**src/hdl/psba_pkg.sv**
```systemverilog
// Package with the shared constants and codes of the page slot bitmap allocator.
`default_nettype none

package psba_pkg;

	localparam int PAGE_BYTES = 4096;
	localparam int MAX_SLOTS  = 4096;

	localparam int BITS_PER_BYTE = 8;
	localparam int PAGE_BITS     = PAGE_BYTES * BITS_PER_BYTE;

	// Field widths fixed by the interface.
	localparam int TSZ_W    = 12;
	localparam int SLOT_W   = 12;
	localparam int CMD_W    = 3;
	localparam int STATUS_W = 2;
	localparam int RSLOT_W  = 13;
	localparam int OFS_W    = 12;

	// Bitmap memory geometry: 64 slots per word.
	localparam int WORD_W  = 64;
	localparam int BIT_W   = $clog2(WORD_W);
	localparam int WORDS   = MAX_SLOTS / WORD_W;
	localparam int IDX_W   = $clog2(MAX_SLOTS);
	localparam int WADDR_W = IDX_W - BIT_W;
	localparam int CAP_W   = $clog2(MAX_SLOTS + 1);

	// Capacity divider: numerator is the page size in bits.
	localparam int NUM_W  = $clog2(PAGE_BITS + 1);
	localparam int DEN_W  = TSZ_W + 3;
	localparam int DCNT_W = $clog2(NUM_W + 1);

	// Reset configuration.
	localparam int TSZ_RST = 8;
	localparam int CAP_RAW = PAGE_BITS / (TSZ_RST * BITS_PER_BYTE + 1);
	localparam int CAP_RST = (CAP_RAW > MAX_SLOTS) ? MAX_SLOTS : CAP_RAW;
	localparam int BASE_RST = PAGE_BYTES - CAP_RST * TSZ_RST;

	// Command codes.
	localparam logic [CMD_W-1:0] CMD_INSERT = 3'd0;
	localparam logic [CMD_W-1:0] CMD_DELETE = 3'd1;
	localparam logic [CMD_W-1:0] CMD_QUERY  = 3'd2;
	localparam logic [CMD_W-1:0] CMD_FIRST  = 3'd3;
	localparam logic [CMD_W-1:0] CMD_NEXT   = 3'd4;

	// Status codes.
	localparam logic [STATUS_W-1:0] ST_OK    = 2'd0;
	localparam logic [STATUS_W-1:0] ST_FULL  = 2'd1;
	localparam logic [STATUS_W-1:0] ST_RANGE = 2'd2;
	localparam logic [STATUS_W-1:0] ST_EMPTY = 2'd3;

	typedef enum logic [2:0] {
		S_IDLE,
		S_DIV,
		S_BASE,
		S_SCAN,
		S_MUL,
		S_DONE
	} state_t;

endpackage

`default_nettype wire

```
**src/hdl/psba_ram.sv**
```systemverilog
// Generic simple dual-port RAM with one write port and a registered read port.
`default_nettype none

module psba_ram #(
	parameter int WIDTH = 64,
	parameter int DEPTH = 64
) (
	input  wire logic                     clk,
	input  wire logic                     we,
	input  wire logic [$clog2(DEPTH)-1:0] waddr,
	input  wire logic [WIDTH-1:0]         wdata,
	input  wire logic                     re,
	input  wire logic [$clog2(DEPTH)-1:0] raddr,
	output logic      [WIDTH-1:0]         rdata
);

	logic [WIDTH-1:0] mem [DEPTH];

	always_ff @(posedge clk) begin
		if (we) begin
			mem[waddr] <= wdata;
		end
		if (re) begin
			rdata <= mem[raddr];
		end
	end

endmodule

`default_nettype wire

```
**src/hdl/page_slot_bitmap_allocator.sv**
```systemverilog
// Top level of the page slot bitmap allocator: command sequencer around the bitmap memory.
//
// Usage: commands arrive on the s_ stream (s_tuser carries the command code,
// s_tdata the slot index) and each one produces exactly one result transfer on
// the m_ stream (m_tuser carries the status, m_tdata the slot, the occupied flag
// and the byte offset). The tuple size is written through the cfg_ channel
// while no command is in flight.
// The occupancy bitmap lives in a 64-word by 64-bit memory with a registered
// read. Insert, first and next read one word per cycle and stop at the first
// word with a hit or at the last word in capacity, visiting at most 64 words
// for a 4096-slot page. Delete and query visit one word; out-of-range and
// reserved commands skip the memory.
// A tuple size write starts a restoring divider for the slot capacity, then a
// step that sets the offset base; commands wait meanwhile.
// Reset clears the per-word valid bits, so the page reads as empty at once
// without a clearing pass, and loads a tuple size of 8 with 504 slots.
// A result waits in the output register while the receiver stalls; the next
// command is still accepted, and the sequencer holds its finished result
// until the output register frees up.
`default_nettype none

module page_slot_bitmap_allocator
	import psba_pkg::*;
(
	input  wire logic              clk,
	input  wire logic              arst_n,
	// Configuration write: tuple size in bytes.
	input  wire logic              cfg_valid,
	output logic                   cfg_ready,
	input  wire logic [TSZ_W-1:0]  cfg_data,
	// Command stream.
	input  wire logic              s_tvalid,
	output logic                   s_tready,
	input  wire logic [15:0]       s_tdata,   // [11:0] slot
	input  wire logic [7:0]        s_tuser,   // [2:0] cmd
	// Result stream.
	output logic                   m_tvalid,
	input  wire logic              m_tready,
	output logic      [31:0]       m_tdata,   // [12:0] result_slot, [13] occupied,
	                                          // [25:14] byte_offset
	output logic      [7:0]        m_tuser    // [1:0] status
);

	state_t state_q, state_d;

	// Configuration and derived page geometry.
	logic [TSZ_W-1:0]  sz_q;
	logic [CAP_W-1:0]  cap_q;
	logic [OFS_W-1:0]  base_q;

	// Capacity divider.
	logic [NUM_W-1:0]  num_q;
	logic [DEN_W-1:0]  den_q;
	logic [DEN_W-1:0]  rem_q;
	logic [DCNT_W-1:0] dcnt_q;
	logic [DEN_W:0]    rem_sh;
	logic              rem_ge;
	logic [TSZ_W-1:0]  cfg_sz;
	logic [CAP_W-1:0]  cap_sat;
	logic [CAP_W+TSZ_W-1:0] cap_prod;

	// Command registers.
	logic [CMD_W-1:0]  cmd_q;
	logic [SLOT_W-1:0] slot_q;
	logic [IDX_W-1:0]  from_q;
	logic [WADDR_W-1:0] word_q;
	logic              vld_s1;
	logic [WADDR_W-1:0] word_s1;

	// Result registers.
	logic [STATUS_W-1:0] res_status_q;
	logic [RSLOT_W-1:0]  res_slot_q;
	logic                res_occ_q;
	logic                res_want_q;
	logic [OFS_W-1:0]    prod_q;
	logic [2*TSZ_W-1:0]  slot_prod;
	logic [OFS_W-1:0]    res_ofs;

	// Output register.
	logic                m_tvalid_q;
	logic [31:0]         m_tdata_q;
	logic [7:0]          m_tuser_q;
	logic                out_free;

	// Input decode.
	logic [CMD_W-1:0]  in_cmd;
	logic [SLOT_W-1:0] in_slot;
	logic [CAP_W-1:0]  in_next;
	logic              in_range;
	logic              in_next_ok;
	logic              in_imm;
	logic              in_acc;
	logic              cfg_acc;

	// Bitmap memory and scan evaluation.
	logic [WORDS-1:0]   row_vld_q;
	logic               mem_we;
	logic [WADDR_W-1:0] mem_waddr;
	logic [WORD_W-1:0]  mem_wdata;
	logic               mem_re;
	logic [WORD_W-1:0]  mem_rdata;
	logic [WORD_W-1:0]  word_data;
	logic [CAP_W-1:0]   cap_m1;
	logic [WADDR_W-1:0] last_word;
	logic [WORD_W-1:0]  lo_mask;
	logic [WORD_W-1:0]  hi_mask;
	logic [WORD_W-1:0]  cand;
	logic [WORD_W-1:0]  cand_oh;
	logic [BIT_W-1:0]   cand_bit;
	logic               hit;
	logic               slot_bit;
	logic               scan_cmd;
	logic               eval_done;
	logic [WORD_W-1:0]  slot_oh;

	function automatic logic [BIT_W-1:0] encode_oh(input logic [WORD_W-1:0] oh);
		logic [BIT_W-1:0] enc;
		enc = '0;
		for (int i = 0; i < WORD_W; i++) begin
			if (oh[i]) begin
				enc = enc | BIT_W'(i);
			end
		end
		return enc;
	endfunction

	psba_ram #(
		.WIDTH(WORD_W),
		.DEPTH(WORDS)
	) u_map (
		.clk  (clk),
		.we   (mem_we),
		.waddr(mem_waddr),
		.wdata(mem_wdata),
		.re   (mem_re),
		.raddr(word_q),
		.rdata(mem_rdata)
	);

	// ---------------------------------------------------------------------
	// Input decode. Commands that need no bitmap access resolve right away.
	// ---------------------------------------------------------------------
	assign in_cmd     = s_tuser[CMD_W-1:0];
	assign in_slot    = s_tdata[SLOT_W-1:0];
	assign in_next    = CAP_W'(in_slot) + CAP_W'(1);
	assign in_range   = CAP_W'(in_slot) < cap_q;
	assign in_next_ok = in_next < cap_q;
	assign in_imm     = ((in_cmd == CMD_DELETE || in_cmd == CMD_QUERY) && !in_range)
	                 || (in_cmd == CMD_NEXT && !in_next_ok)
	                 || !(in_cmd == CMD_INSERT || in_cmd == CMD_DELETE
	                      || in_cmd == CMD_QUERY || in_cmd == CMD_FIRST
	                      || in_cmd == CMD_NEXT);
	assign in_acc     = s_tvalid && s_tready;
	assign cfg_acc    = cfg_valid && cfg_ready;
	assign cfg_sz     = (cfg_data == '0) ? TSZ_W'(1) : cfg_data;

	// ---------------------------------------------------------------------
	// Divider step and capacity saturation.
	// ---------------------------------------------------------------------
	assign rem_sh   = {rem_q, num_q[NUM_W-1]};
	assign rem_ge   = rem_sh >= {1'b0, den_q};
	assign cap_sat  = (32'(num_q) > MAX_SLOTS) ? CAP_W'(MAX_SLOTS) : CAP_W'(num_q);
	assign cap_prod = cap_sat * sz_q;

	// ---------------------------------------------------------------------
	// Scan evaluation of the word that the memory returns.
	// ---------------------------------------------------------------------
	assign cap_m1    = cap_q - CAP_W'(1);
	assign last_word = cap_m1[IDX_W-1:BIT_W];
	assign word_data = row_vld_q[word_s1] ? mem_rdata : '0;
	assign lo_mask   = (word_s1 == from_q[IDX_W-1:BIT_W]) ? ({WORD_W{1'b1}} << from_q[BIT_W-1:0])
	                                                       : {WORD_W{1'b1}};
	assign hi_mask   = (word_s1 == last_word)
	                 ? ({WORD_W{1'b1}} >> (BIT_W'(WORD_W - 1) - cap_m1[BIT_W-1:0]))
	                 : {WORD_W{1'b1}};
	assign cand      = ((cmd_q == CMD_INSERT) ? ~word_data : word_data) & lo_mask & hi_mask;
	assign cand_oh   = cand & (~cand + WORD_W'(1));
	assign cand_bit  = encode_oh(cand_oh);
	assign hit       = |cand;
	assign slot_oh   = WORD_W'(1) << slot_q[BIT_W-1:0];
	assign slot_bit  = word_data[slot_q[BIT_W-1:0]];
	assign scan_cmd  = (cmd_q == CMD_INSERT) || (cmd_q == CMD_FIRST) || (cmd_q == CMD_NEXT);
	assign eval_done = vld_s1 && (!scan_cmd || hit || word_s1 == last_word);

	assign slot_prod = res_slot_q[SLOT_W-1:0] * sz_q;
	assign res_ofs   = res_want_q ? (base_q + prod_q) : '0;
	assign out_free  = !m_tvalid_q || m_tready;

	// ---------------------------------------------------------------------
	// Next-state logic.
	// ---------------------------------------------------------------------
	always_comb begin
		state_d = state_q;
		unique case (state_q)
			S_IDLE: begin
				if (cfg_valid) begin
					state_d = S_DIV;
				end else if (s_tvalid) begin
					state_d = in_imm ? S_MUL : S_SCAN;
				end
			end
			S_DIV: begin
				if (dcnt_q == DCNT_W'(NUM_W - 1)) begin
					state_d = S_BASE;
				end
			end
			S_BASE: state_d = S_IDLE;
			S_SCAN: begin
				if (eval_done) begin
					state_d = S_MUL;
				end
			end
			S_MUL:  state_d = S_DONE;
			S_DONE: begin
				if (out_free) begin
					state_d = S_IDLE;
				end
			end
			default: state_d = S_IDLE;
		endcase
	end

	// ---------------------------------------------------------------------
	// Control outputs.
	// ---------------------------------------------------------------------
	always_comb begin
		cfg_ready = 1'b0;
		s_tready  = 1'b0;
		mem_re    = 1'b0;
		mem_we    = 1'b0;
		mem_waddr = word_s1;
		mem_wdata = word_data;
		unique case (state_q)
			S_IDLE: begin
				cfg_ready = 1'b1;
				s_tready  = !cfg_valid;
			end
			S_SCAN: begin
				mem_re = 1'b1;
				if (vld_s1) begin
					// Insert claims the lowest free bit; delete clears a set bit.
					if (cmd_q == CMD_INSERT && hit) begin
						mem_we    = 1'b1;
						mem_wdata = word_data | cand_oh;
					end else if (cmd_q == CMD_DELETE && slot_bit) begin
						mem_we    = 1'b1;
						mem_wdata = word_data & ~slot_oh;
					end
				end
			end
			default: ;
		endcase
	end

	always_ff @(posedge clk or negedge arst_n) begin
		if (!arst_n) begin
			state_q    <= S_IDLE;
			sz_q       <= TSZ_W'(TSZ_RST);
			cap_q      <= CAP_W'(CAP_RST);
			base_q     <= OFS_W'(BASE_RST);
			row_vld_q  <= '0;
			vld_s1     <= 1'b0;
			m_tvalid_q <= 1'b0;
			dcnt_q     <= '0;
		end else begin
			state_q <= state_d;

			if (mem_we) begin
				row_vld_q[mem_waddr] <= 1'b1;
			end

			if (state_q == S_IDLE) begin
				vld_s1 <= 1'b0;
				dcnt_q <= '0;
				if (cfg_acc) begin
					sz_q <= cfg_sz;
				end
			end else if (state_q == S_SCAN) begin
				vld_s1 <= 1'b1;
			end else if (state_q == S_DIV) begin
				dcnt_q <= dcnt_q + DCNT_W'(1);
			end else if (state_q == S_BASE) begin
				cap_q  <= cap_sat;
				base_q <= OFS_W'(PAGE_BYTES) - cap_prod[OFS_W-1:0];
			end

			// A finished result takes the output register as soon as it is free.
			if (state_q == S_DONE && out_free) begin
				m_tvalid_q <= 1'b1;
			end else if (m_tready) begin
				m_tvalid_q <= 1'b0;
			end
		end
	end

	// Payload registers without reset.
	always_ff @(posedge clk) begin
		unique case (state_q)
			S_IDLE: begin
				if (cfg_acc) begin
					num_q <= NUM_W'(PAGE_BITS);
					den_q <= {cfg_sz, 3'b000} + DEN_W'(1);
					rem_q <= '0;
				end else if (in_acc) begin
					cmd_q  <= in_cmd;
					slot_q <= in_slot;
					// Resolved commands: range error, end marker or reserved code.
					res_status_q <= ((in_cmd == CMD_DELETE || in_cmd == CMD_QUERY)
					                 && !in_range) ? ST_RANGE : ST_OK;
					res_slot_q   <= (in_cmd == CMD_DELETE || in_cmd == CMD_QUERY)
					                ? RSLOT_W'(in_slot) : RSLOT_W'(cap_q);
					res_occ_q    <= 1'b0;
					res_want_q   <= 1'b0;
					if (in_cmd == CMD_NEXT) begin
						from_q <= in_next[IDX_W-1:0];
						word_q <= in_next[IDX_W-1:BIT_W];
					end else if (in_cmd == CMD_DELETE || in_cmd == CMD_QUERY) begin
						from_q <= in_slot[IDX_W-1:0];
						word_q <= in_slot[IDX_W-1:BIT_W];
					end else begin
						from_q <= '0;
						word_q <= '0;
					end
				end
			end
			S_DIV: begin
				num_q <= {num_q[NUM_W-2:0], rem_ge};
				rem_q <= rem_ge ? DEN_W'(rem_sh - {1'b0, den_q}) : rem_sh[DEN_W-1:0];
			end
			S_SCAN: begin
				word_q  <= word_q + WADDR_W'(1);
				word_s1 <= word_q;
				if (vld_s1) begin
					if (scan_cmd) begin
						if (hit) begin
							res_status_q <= ST_OK;
							res_slot_q   <= RSLOT_W'({word_s1, cand_bit});
							res_occ_q    <= 1'b1;
							res_want_q   <= 1'b1;
						end else begin
							res_status_q <= (cmd_q == CMD_INSERT) ? ST_FULL : ST_OK;
							res_slot_q   <= RSLOT_W'(cap_q);
						end
					end else begin
						res_slot_q   <= RSLOT_W'(slot_q);
						res_want_q   <= 1'b1;
						res_status_q <= slot_bit ? ST_OK : ST_EMPTY;
						res_occ_q    <= slot_bit && (cmd_q == CMD_QUERY);
					end
				end
			end
			S_MUL: begin
				prod_q <= slot_prod[OFS_W-1:0];
			end
			S_DONE: begin
				if (out_free) begin
					m_tdata_q <= {6'b0, res_ofs, res_occ_q, res_slot_q};
					m_tuser_q <= {6'b0, res_status_q};
				end
			end
			default: ;
		endcase
	end

	assign m_tvalid = m_tvalid_q;
	assign m_tdata  = m_tdata_q;
	assign m_tuser  = m_tuser_q;

`ifndef SYNTHESIS
	// The bitmap is written back only while a command evaluates a returned word.
	a_write_in_scan: assert property (@(posedge clk) disable iff (!arst_n)
		mem_we |-> (state_q == S_SCAN && vld_s1))
		else $error("bitmap written outside a scan evaluation");

	// Capacity always stays a valid, nonzero slot count.
	a_cap_range: assert property (@(posedge clk) disable iff (!arst_n)
		(cap_q != '0) && (32'(cap_q) <= MAX_SLOTS))
		else $error("slot capacity out of range");

	// An occupied result always reports success and names a slot below capacity.
	a_occ_result: assert property (@(posedge clk) disable iff (!arst_n)
		(m_tvalid && m_tdata[13]) |-> (m_tuser[1:0] == ST_OK && m_tdata[12:0] < cap_q))
		else $error("occupied result with bad status or slot");

	// A command is taken only when no result is pending inside the sequencer.
	a_accept_idle: assert property (@(posedge clk) disable iff (!arst_n)
		(s_tvalid && s_tready) |=> (state_q == S_SCAN || state_q == S_MUL))
		else $error("accepted command did not start");
`endif

endmodule

`default_nettype wire

```
**config.mk**
```make
export PLATFORM = sky130hd
export DESIGN_NAME = page_slot_bitmap_allocator
export DESIGN_NICKNAME = d
export VERILOG_FILES = /design/src/hdl/psba_pkg.sv /design/src/hdl/psba_ram.sv /design/src/hdl/page_slot_bitmap_allocator.sv
export SDC_FILE = /design/constraint.sdc
export NUM_CORES = 2
export LEC_CHECK = 0
export ABC_AREA = 1
export BUFFER_PORTS_ARGS = -buffer_cell sky130_fd_sc_hd__clkbuf_2
export CAP_MARGIN = 0
export CELL_PAD_IN_SITES_DETAIL_PLACEMENT = 2
export CELL_PAD_IN_SITES_GLOBAL_PLACEMENT = 2
export CORE_MARGIN = 4
export CORE_UTILIZATION = 28
export DETAILED_ROUTE_END_ITERATION = 8
export PLACE_DENSITY = 0.57
export SLEW_MARGIN = 20
export SYNTH_ARGS = -nofsm -noshare
export SYNTH_HDL_FRONTEND = slang
export SYNTH_SLANG_ARGS = --single-unit
```
**constraint.sdc**
```tcl
create_clock -name clk -period 11.4 [get_ports clk]
set_clock_uncertainty 0.15 [all_clocks]
set_input_delay 1.14 -clock clk [delete_from_list [all_inputs] [get_ports clk]]
set_output_delay 1.14 -clock clk [all_outputs]
set_load 0.05 [all_outputs]
```
* Word level (Yosys, flattened, before mapping)
Memory sizes are Yosys's and may differ from the RTL's. A register that Yosys moved wholly into a read port is not among the register bits. Cells that the tools add are included.
Storage, ports and cells: memory bits (writable) 4096, memories kept 1, input bits 41, flip-flop bits (word level) 265, word-level logic and storage cells 383
Memories:
- u_map.mem | words 64, width 64, read ports 1, clocked after memory_dff 1, wr ports 1, line psba_ram.sv:17 | logic [WIDTH-1:0] mem [DEPTH];
Operators by class: equal/unequal tests 27, reduce and logical (&&, ||, !) cells 47, $lt $le $gt $ge 7, multiply operators 2, bitwise gates (word level) 10, muxes and demuxes 253, add/subtract/negate cells 10, shifts and indexed selects 3
Operator list (number):
- 2-to-1 mux 64 bit | 14
- 2-to-1 mux 12 bit | 32
- 2-to-1 mux 13 bit | 25
- 2-to-1 mux 6 bit | 46
- bitwise AND 64 bit | 4
- inverter 64 bit | 3
- bitwise OR 64 bit | 2
- 2-to-1 mux 5 bit | 22
- 2-to-1 mux 15 bit | 5
- adder 64 x 1 -> 64 bit (second input constant) | 1
- 2-to-1 mux 32 bit | 2
- OR reduction 64 bit | 1
- << shifter 1 x 6 -> 64 bit (first input constant) | 1
- << shifter 64 x 6 -> 64 bit (first input constant) | 1
- >> shifter 64 x 6 -> 64 bit (first input constant) | 1
- 2-to-1 mux 3 bit | 21
- 2-to-1 mux 1 bit | 46
- 2-to-1 mux 2 bit | 17
- 2-to-1 mux 16 bit | 2
- 2-to-1 mux 4 bit | 8
- one-hot mux 16 bit (2 select lines) | 1
- one-hot mux 15 bit (2 select lines) | 1
- one-hot mux 13 bit (2 select lines) | 1
- == test 3 x 2 -> 1 bit (second input constant) | 6
- other kinds (41) | 96

* Longest topological paths before layout
depth in word-level cells 83, gate-level depth with buffers 32

* By module
A second synthesis with hierarchy kept.
Unflattened totals: cell total of the unflattened synthesis 16992, area total of the unflattened synthesis 190953.1 sq um
By module, submodules not included:
- psba_ram | area an instance 166204.4 sq um, seq. area each 124919.8 sq um, cells an instance 13406, times used 1
- page_slot_bitmap_allocator | area an instance 24748.7 sq um, seq. area each 6961.7 sq um, cells an instance 3586, times used 1

* Least setup slack after synthesis
Ideal clock, no wire load.
path kind register -> register, start point reg cap_q[1], end point mem u_map.mem[13][0], enable pin, library setup time 486 ps, cell stages (with the launch flop) 23, path buffers 3, arrival 5592 ps, setup slack 5171 ps, cells stage by stage dfrtp_1 inv_1 nand2_1 nor2_1 nand3_1 xor2_1 inv_2 buf_4 buf_2 nand4_1 nand2_1 nor2_1 nor2_1 nand2_1 nor2_1 nand2_1 nor2_2 nand2_4 nand2_8 nand2_4 nand3_1 buf_4 nor2_1
On the way: cells in the longest elaborated chain, start to end 15, elaborated cells on any way between the ends 16, classes of those cells 2 x add/sub; 1 x eq/ne; 1 x shift; 9 x mux; 1 x bitwise; 2 x reduce/logical
RTL lines:
- start: declaration | line page_slot_bitmap_allocator.sv:48 | logic [CAP_W-1:0] cap_q;
- start signal: assignment | line page_slot_bitmap_allocator.sv:259 | cap_q <= CAP_W'(CAP_RST);
- start signal: assignment | line page_slot_bitmap_allocator.sv:283 | cap_q <= cap_sat;
- subtractor 12 x 1 -> 12 bit * | line page_slot_bitmap_allocator.sv:168 | assign cap_m1 = cap_q - CAP_W'(1);
- subtractor 6 bit | line page_slot_bitmap_allocator.sv:174 | ? ({WORD_W{1'b1}} >> (BIT_W'(WORD_W - 1) - cap_m1[BIT_W-1:0]))
- >> shifter 64 x 6 -> 64 bit | line page_slot_bitmap_allocator.sv:174
- 2-to-1 mux 64 bit * | line page_slot_bitmap_allocator.sv:174
- bitwise AND 64 bit * | line page_slot_bitmap_allocator.sv:176 | assign cand = ((cmd_q == CMD_INSERT) ? ~word_data : word_data) & lo_mask & hi_mask;
- OR reduction 64 bit * | line page_slot_bitmap_allocator.sv:179 | assign hit = |cand;
- logical AND 1 bit * | line page_slot_bitmap_allocator.sv:242 | if (cmd_q == CMD_INSERT && hit) begin
- 2-to-1 mux 1 bit * | line page_slot_bitmap_allocator.sv:242
- 2-to-1 mux 1 bit * | line page_slot_bitmap_allocator.sv:240 | if (vld_s1) begin
- 2-to-1 mux 1 bit * | line page_slot_bitmap_allocator.sv:233 | unique case (state_q)
- 2-to-1 mux 1 bit * | line page_slot_bitmap_allocator.sv:240
- 2-to-1 mux 1 bit * (2 in series) | line page_slot_bitmap_allocator.sv:233
- 2-to-1 mux 1 bit * | line psba_ram.sv:20 | if (we) begin
- 2-to-1 mux 1 bit (not written as such) * | line psba_ram.sv:21 | mem[waddr] <= wdata;
- end: declaration | line psba_ram.sv:17
Mark *: on every way between the ends. The rest lies on a longest branch, timed or not. The select of a mux whose other input is x is not followed.

* Final worst setup path
start point reg word_s1[0], in the netlist mem_waddr[0], end point mem u_map.mem[3][9] (data pin)
On the way: cells in the longest elaborated chain, start to end 17, elaborated cells on any way between the ends 31, classes of those cells 1 x add/sub; 2 x eq/ne; 18 x mux; 7 x bitwise; 3 x reduce/logical
RTL lines:
- start: declaration | line page_slot_bitmap_allocator.sv:68 | logic [WADDR_W-1:0] word_s1;
- start signal: assignment | line page_slot_bitmap_allocator.sv:332 | word_s1 <= word_q;
- binary-select mux 1 bit (select 6 bit) | line page_slot_bitmap_allocator.sv:170 | assign word_data = row_vld_q[word_s1] ? mem_rdata : '0;
- 2-to-1 mux 1 bit (not written as such) | line page_slot_bitmap_allocator.sv:170
- 2-to-1 mux 64 bit | line page_slot_bitmap_allocator.sv:170
- inverter 64 bit | line page_slot_bitmap_allocator.sv:176
- 2-to-1 mux 64 bit | line page_slot_bitmap_allocator.sv:176
- bitwise AND 64 bit (2 in series) | line page_slot_bitmap_allocator.sv:176
- inverter 64 bit | line page_slot_bitmap_allocator.sv:177 | assign cand_oh = cand & (~cand + WORD_W'(1));
- adder 64 x 1 -> 64 bit | line page_slot_bitmap_allocator.sv:177
- bitwise AND 64 bit | line page_slot_bitmap_allocator.sv:177
- bitwise OR 64 bit | line page_slot_bitmap_allocator.sv:244 | mem_wdata = word_data | cand_oh;
- 2-to-1 mux 64 bit | line page_slot_bitmap_allocator.sv:242
- 2-to-1 mux 64 bit | line page_slot_bitmap_allocator.sv:240
- 2-to-1 mux 64 bit | line page_slot_bitmap_allocator.sv:233
- 2-to-1 mux 64 bit | line page_slot_bitmap_allocator.sv:240
- 2-to-1 mux 64 bit | line page_slot_bitmap_allocator.sv:233
- 2-to-1 mux 64 bit * | line page_slot_bitmap_allocator.sv:233
- via mem_wdata[9] | line page_slot_bitmap_allocator.sv:99 | logic [WORD_W-1:0] mem_wdata;
Mark *: on every way through the listed nets, which the timed path passes. The rest lies on a longest branch. The select of a mux whose other input is x is not followed.

==> impl_metrics.yaml <==
run_status:
  status: "finished clean"
yosys:
  synth.top_cell.area_share_pct: 70.1
  synthAdderAreaFrac_pct: 1.69
  syn_inst: 14900
  ys_types: 52
  synthTopCellsByArea: "edfxtp_1 (70%), o21ai_0 (6.1%), nor2_1 (5.2%)"
  synth_top_family_by_area: "compound AO/OA/AOI/OAI gates"
  ys_warn_count: 0
  ys_ff_latch: 4410
  synth-xor-area-share_pct: 0.400
  synth_edf_count: 4299
  synth_most_common_cell: "edfxtp_1"
  synth.cell_area_mm2: 0.184
  ys_top_cells_by_count: "edfxtp_1 (4299), nor2_1 (2568), o21ai_0 (2237), nand2_1 (1241), clkbuf_1 (894)"
  synth_simple_gate_area_share_pct: 10.4
  ys_seq_area_share_pct: 71.6
  async_flop_share_pct: 2.52
  synth_compound_area_share_pct: 12.5
  post-synth-top-area-cell: "edfxtp_1"
  synth_area_per_cell_um2: 12.3
  synthMuxAreaShare_pct: 0
  yosys_most_used_dff: "edfxtp_1"
global_routing:
  grt_max_degree: 167
  antenna_found_initial: 35
  grt_use_total_pct: 22.4
  grt_pass1_wl_um: 1080000
  grt_pass1_vias: 135000
  grt-ovfl-total: 0
setup_path:
  critical_path_buf_inv_count: 5
  cp.depth: 25
  critPathKind: "reg -> reg"
  r2r.worst_path.cells: 25
  cpMostUsedCell: "nand2_1"
  end_kind: "flip-flop"
  cp_max_fo: 92
  critPathTopFamily: "simple AND/OR/NAND/NOR gates"
  worst_path_max_delay_cell: "nor2_4"
  slowest_delay_ns: 0.69
  cp-start-kind: "flip-flop"
  cp.required_ns: 12.00
  crit_arrival_ns: 8.64
detailed_routing:
  drcViolationCount: 0
  drtPass1Iterations: 5
  vias: 131000
  via_per_inst: 5.47
  wl_per_cell_um: 32.4
  dr.first_iter.drc_count: 13700
  wl_um: 776000
  ant_nets: 0
floorplanning:
  die_area_mm2: 0.670
  num_rows: 297
  die_h_um: 819
  start_util_pct: 28.1
  die_w_um: 819
  core_area_mm2: 0.655
  ios: 84
sta:
  post-route-period-util_pct: 70.5
  clock.fmax_ghz: 0.124
  maxSlewViolCount: 0
  fin_setup_tns_ns: 0
  hold_violations: 0
  max_slew_margin_pct: 20.6
  min_period_ns: 8.04
  rsz0062_at_grt: "false"
  setup_viol: 0
  worst_pin_slew_ns: 1.19
clock_tree:
  clk_pin_slew_ns: 0.06
  ctsHoldBuffers: 1
  cts_resized: 0
  htree_levels: 6
  cts_setup_buffers: 0
  cts_root_buffer: "clkbuf_16"
  cts_made_buffers: 521
  cts_tree: "built"
  clock_path_buffers: 4
  clk_latency_ns: 1.06
  cts_sinks: 4410
cells_and_area:
  nets: 15100
  area_delta_synth_final_pct: 15.5
  fin_util_pct: 32.5
  drive_above_1_share_pct: 8.89
place:
  hpwl_um: 433000
  io_buffers: 62
  place_congestion: 0.957
worst_hold_path:
  whs_path_depth: 1
  hold_path.class: "in -> reg"
power_and_ir_drop:
  p_per_area_mw_per_mm2: 252
  ir_worst_vdd_mv: 0.181
  p_leak_nw: 68.6
  power_mw: 53.6
flow_run:
  max_cap_violations: 0
layout by cell type (no fill, tap or decap), types with 124 or more instances in the layout:
| cell type | synthesis | final |
|---|---|---|
| a21oi_1 | 311 | 260 |
| buf_4 | 24 | 324 |
| clkbuf_1 | 894 | 138 |
| clkbuf_16 | 0 | 523 |
| clkinv_1 | 11 | 137 |
| edfxtp_1 | 4299 | 4299 |
| ha_1 | 124 | 124 |
| inv_1 | 518 | 514 |
| nand2_1 | 1241 | 1240 |
| nand3_1 | 479 | 479 |
| nand4_1 | 208 | 208 |
| nor2_1 | 2568 | 2499 |
| o21ai_0 | 2237 | 2236 |
| o221ai_1 | 405 | 405 |
| o22ai_1 | 659 | 659 |
through the flow:
stage                     instance area (um^2)  worst slack (ns)  hold slack [ns]  instances
after floorplan                         184000              5.17            0.250      14900
after global placement                  196000              3.26            0.290      23000
after detailed placement                197000              3.35            0.295      23000
after CTS                               213000              3.27           0.0839      24000
after global routing                    213000              2.87            0.128      24000
final                                   213000              3.36            0.179      24000
power by group:
| group | leakage, nW | switching (mW) | internal [mW] |
|---|---|---|---|
| Combinational | 20.9 | 13.1 | 4.14 |
| Clock | 7.74 | 7.08 | 8.92 |
| Sequential | 40.0 | 0.371 | 20.0 |
path summary, 6_finish.rpt:
kind	slack (ns)	to	startpoint
setup / recovery	3.36	u_map.mem[3][9]$_DFFE_PP_	mem_waddr[0]$_DFFE_PP_
hold / removal	0.18	den_q[12]$_DFFE_PP_	cfg_data[9]
setup reg to reg	3.36	u_map.mem[3][9]$_DFFE_PP_	mem_waddr[0]$_DFFE_PP_
hold reg to reg	0.31	row_vld_q[35]$_DFFE_PN0P_	row_vld_q[35]$_DFFE_PN0P_
max in group asynchronous	9.09	row_vld_q[36]$_DFFE_PN0P_	arst_n
min in group asynchronous	0.56	base_q[4]$_DFFE_PN0P_	arst_n
state kept, by name, summed over array words and instances, names as in the netlist, 13 cells and up:
| register | flops |
|---|---|
| u_map.mem | 4096 |
| row_vld_q | 64 |
| u_map.rdata | 64 |
| m_tdata | 26 |
| num_q | 16 |
| rem_q | 15 |
| cap_q | 13 |
| res_slot_q | 13 |
final cells by class:
type,count,area (um^2)
diodes,12,30.0
clock buffers,663,13600
clock inverters,253,2420
fillers,68300,442000
inverters,543,2090
multi-input cells,8934,47200
flip-flops and latches,4410,132000
well taps,8671,10800
repair buffers,476,4550
metal layers:
metal	vias up	track usage (%)	part of all wire, %	wire, um
met5	-	0	0.0049	38
met4	6	6.14	3.0	23600
met3	1011	2.10	4.9	38200
met2	3853	37.0	47	366000
met1	71200	31.5	45	348000
li1	55000	-	-	-
worst register-to-register path: cells and delay by family (launching register included):
family	cells	cell delay, ns
simple gates	18	3.77
flops	1	0.36
buf+inv	5	2.64
compound gates	2	0.81
cells by family after synthesis:
family | after synthesis
and+or+nand+nor | 4680
DFF | 4410
AOI/OAI and AO/OA | 3956
buffers and inverters | 1581
adders and majority gates | 202
xor gates and xnor gates | 84
other | 1
No activity file was read; power rests on OpenSTA's default activity.
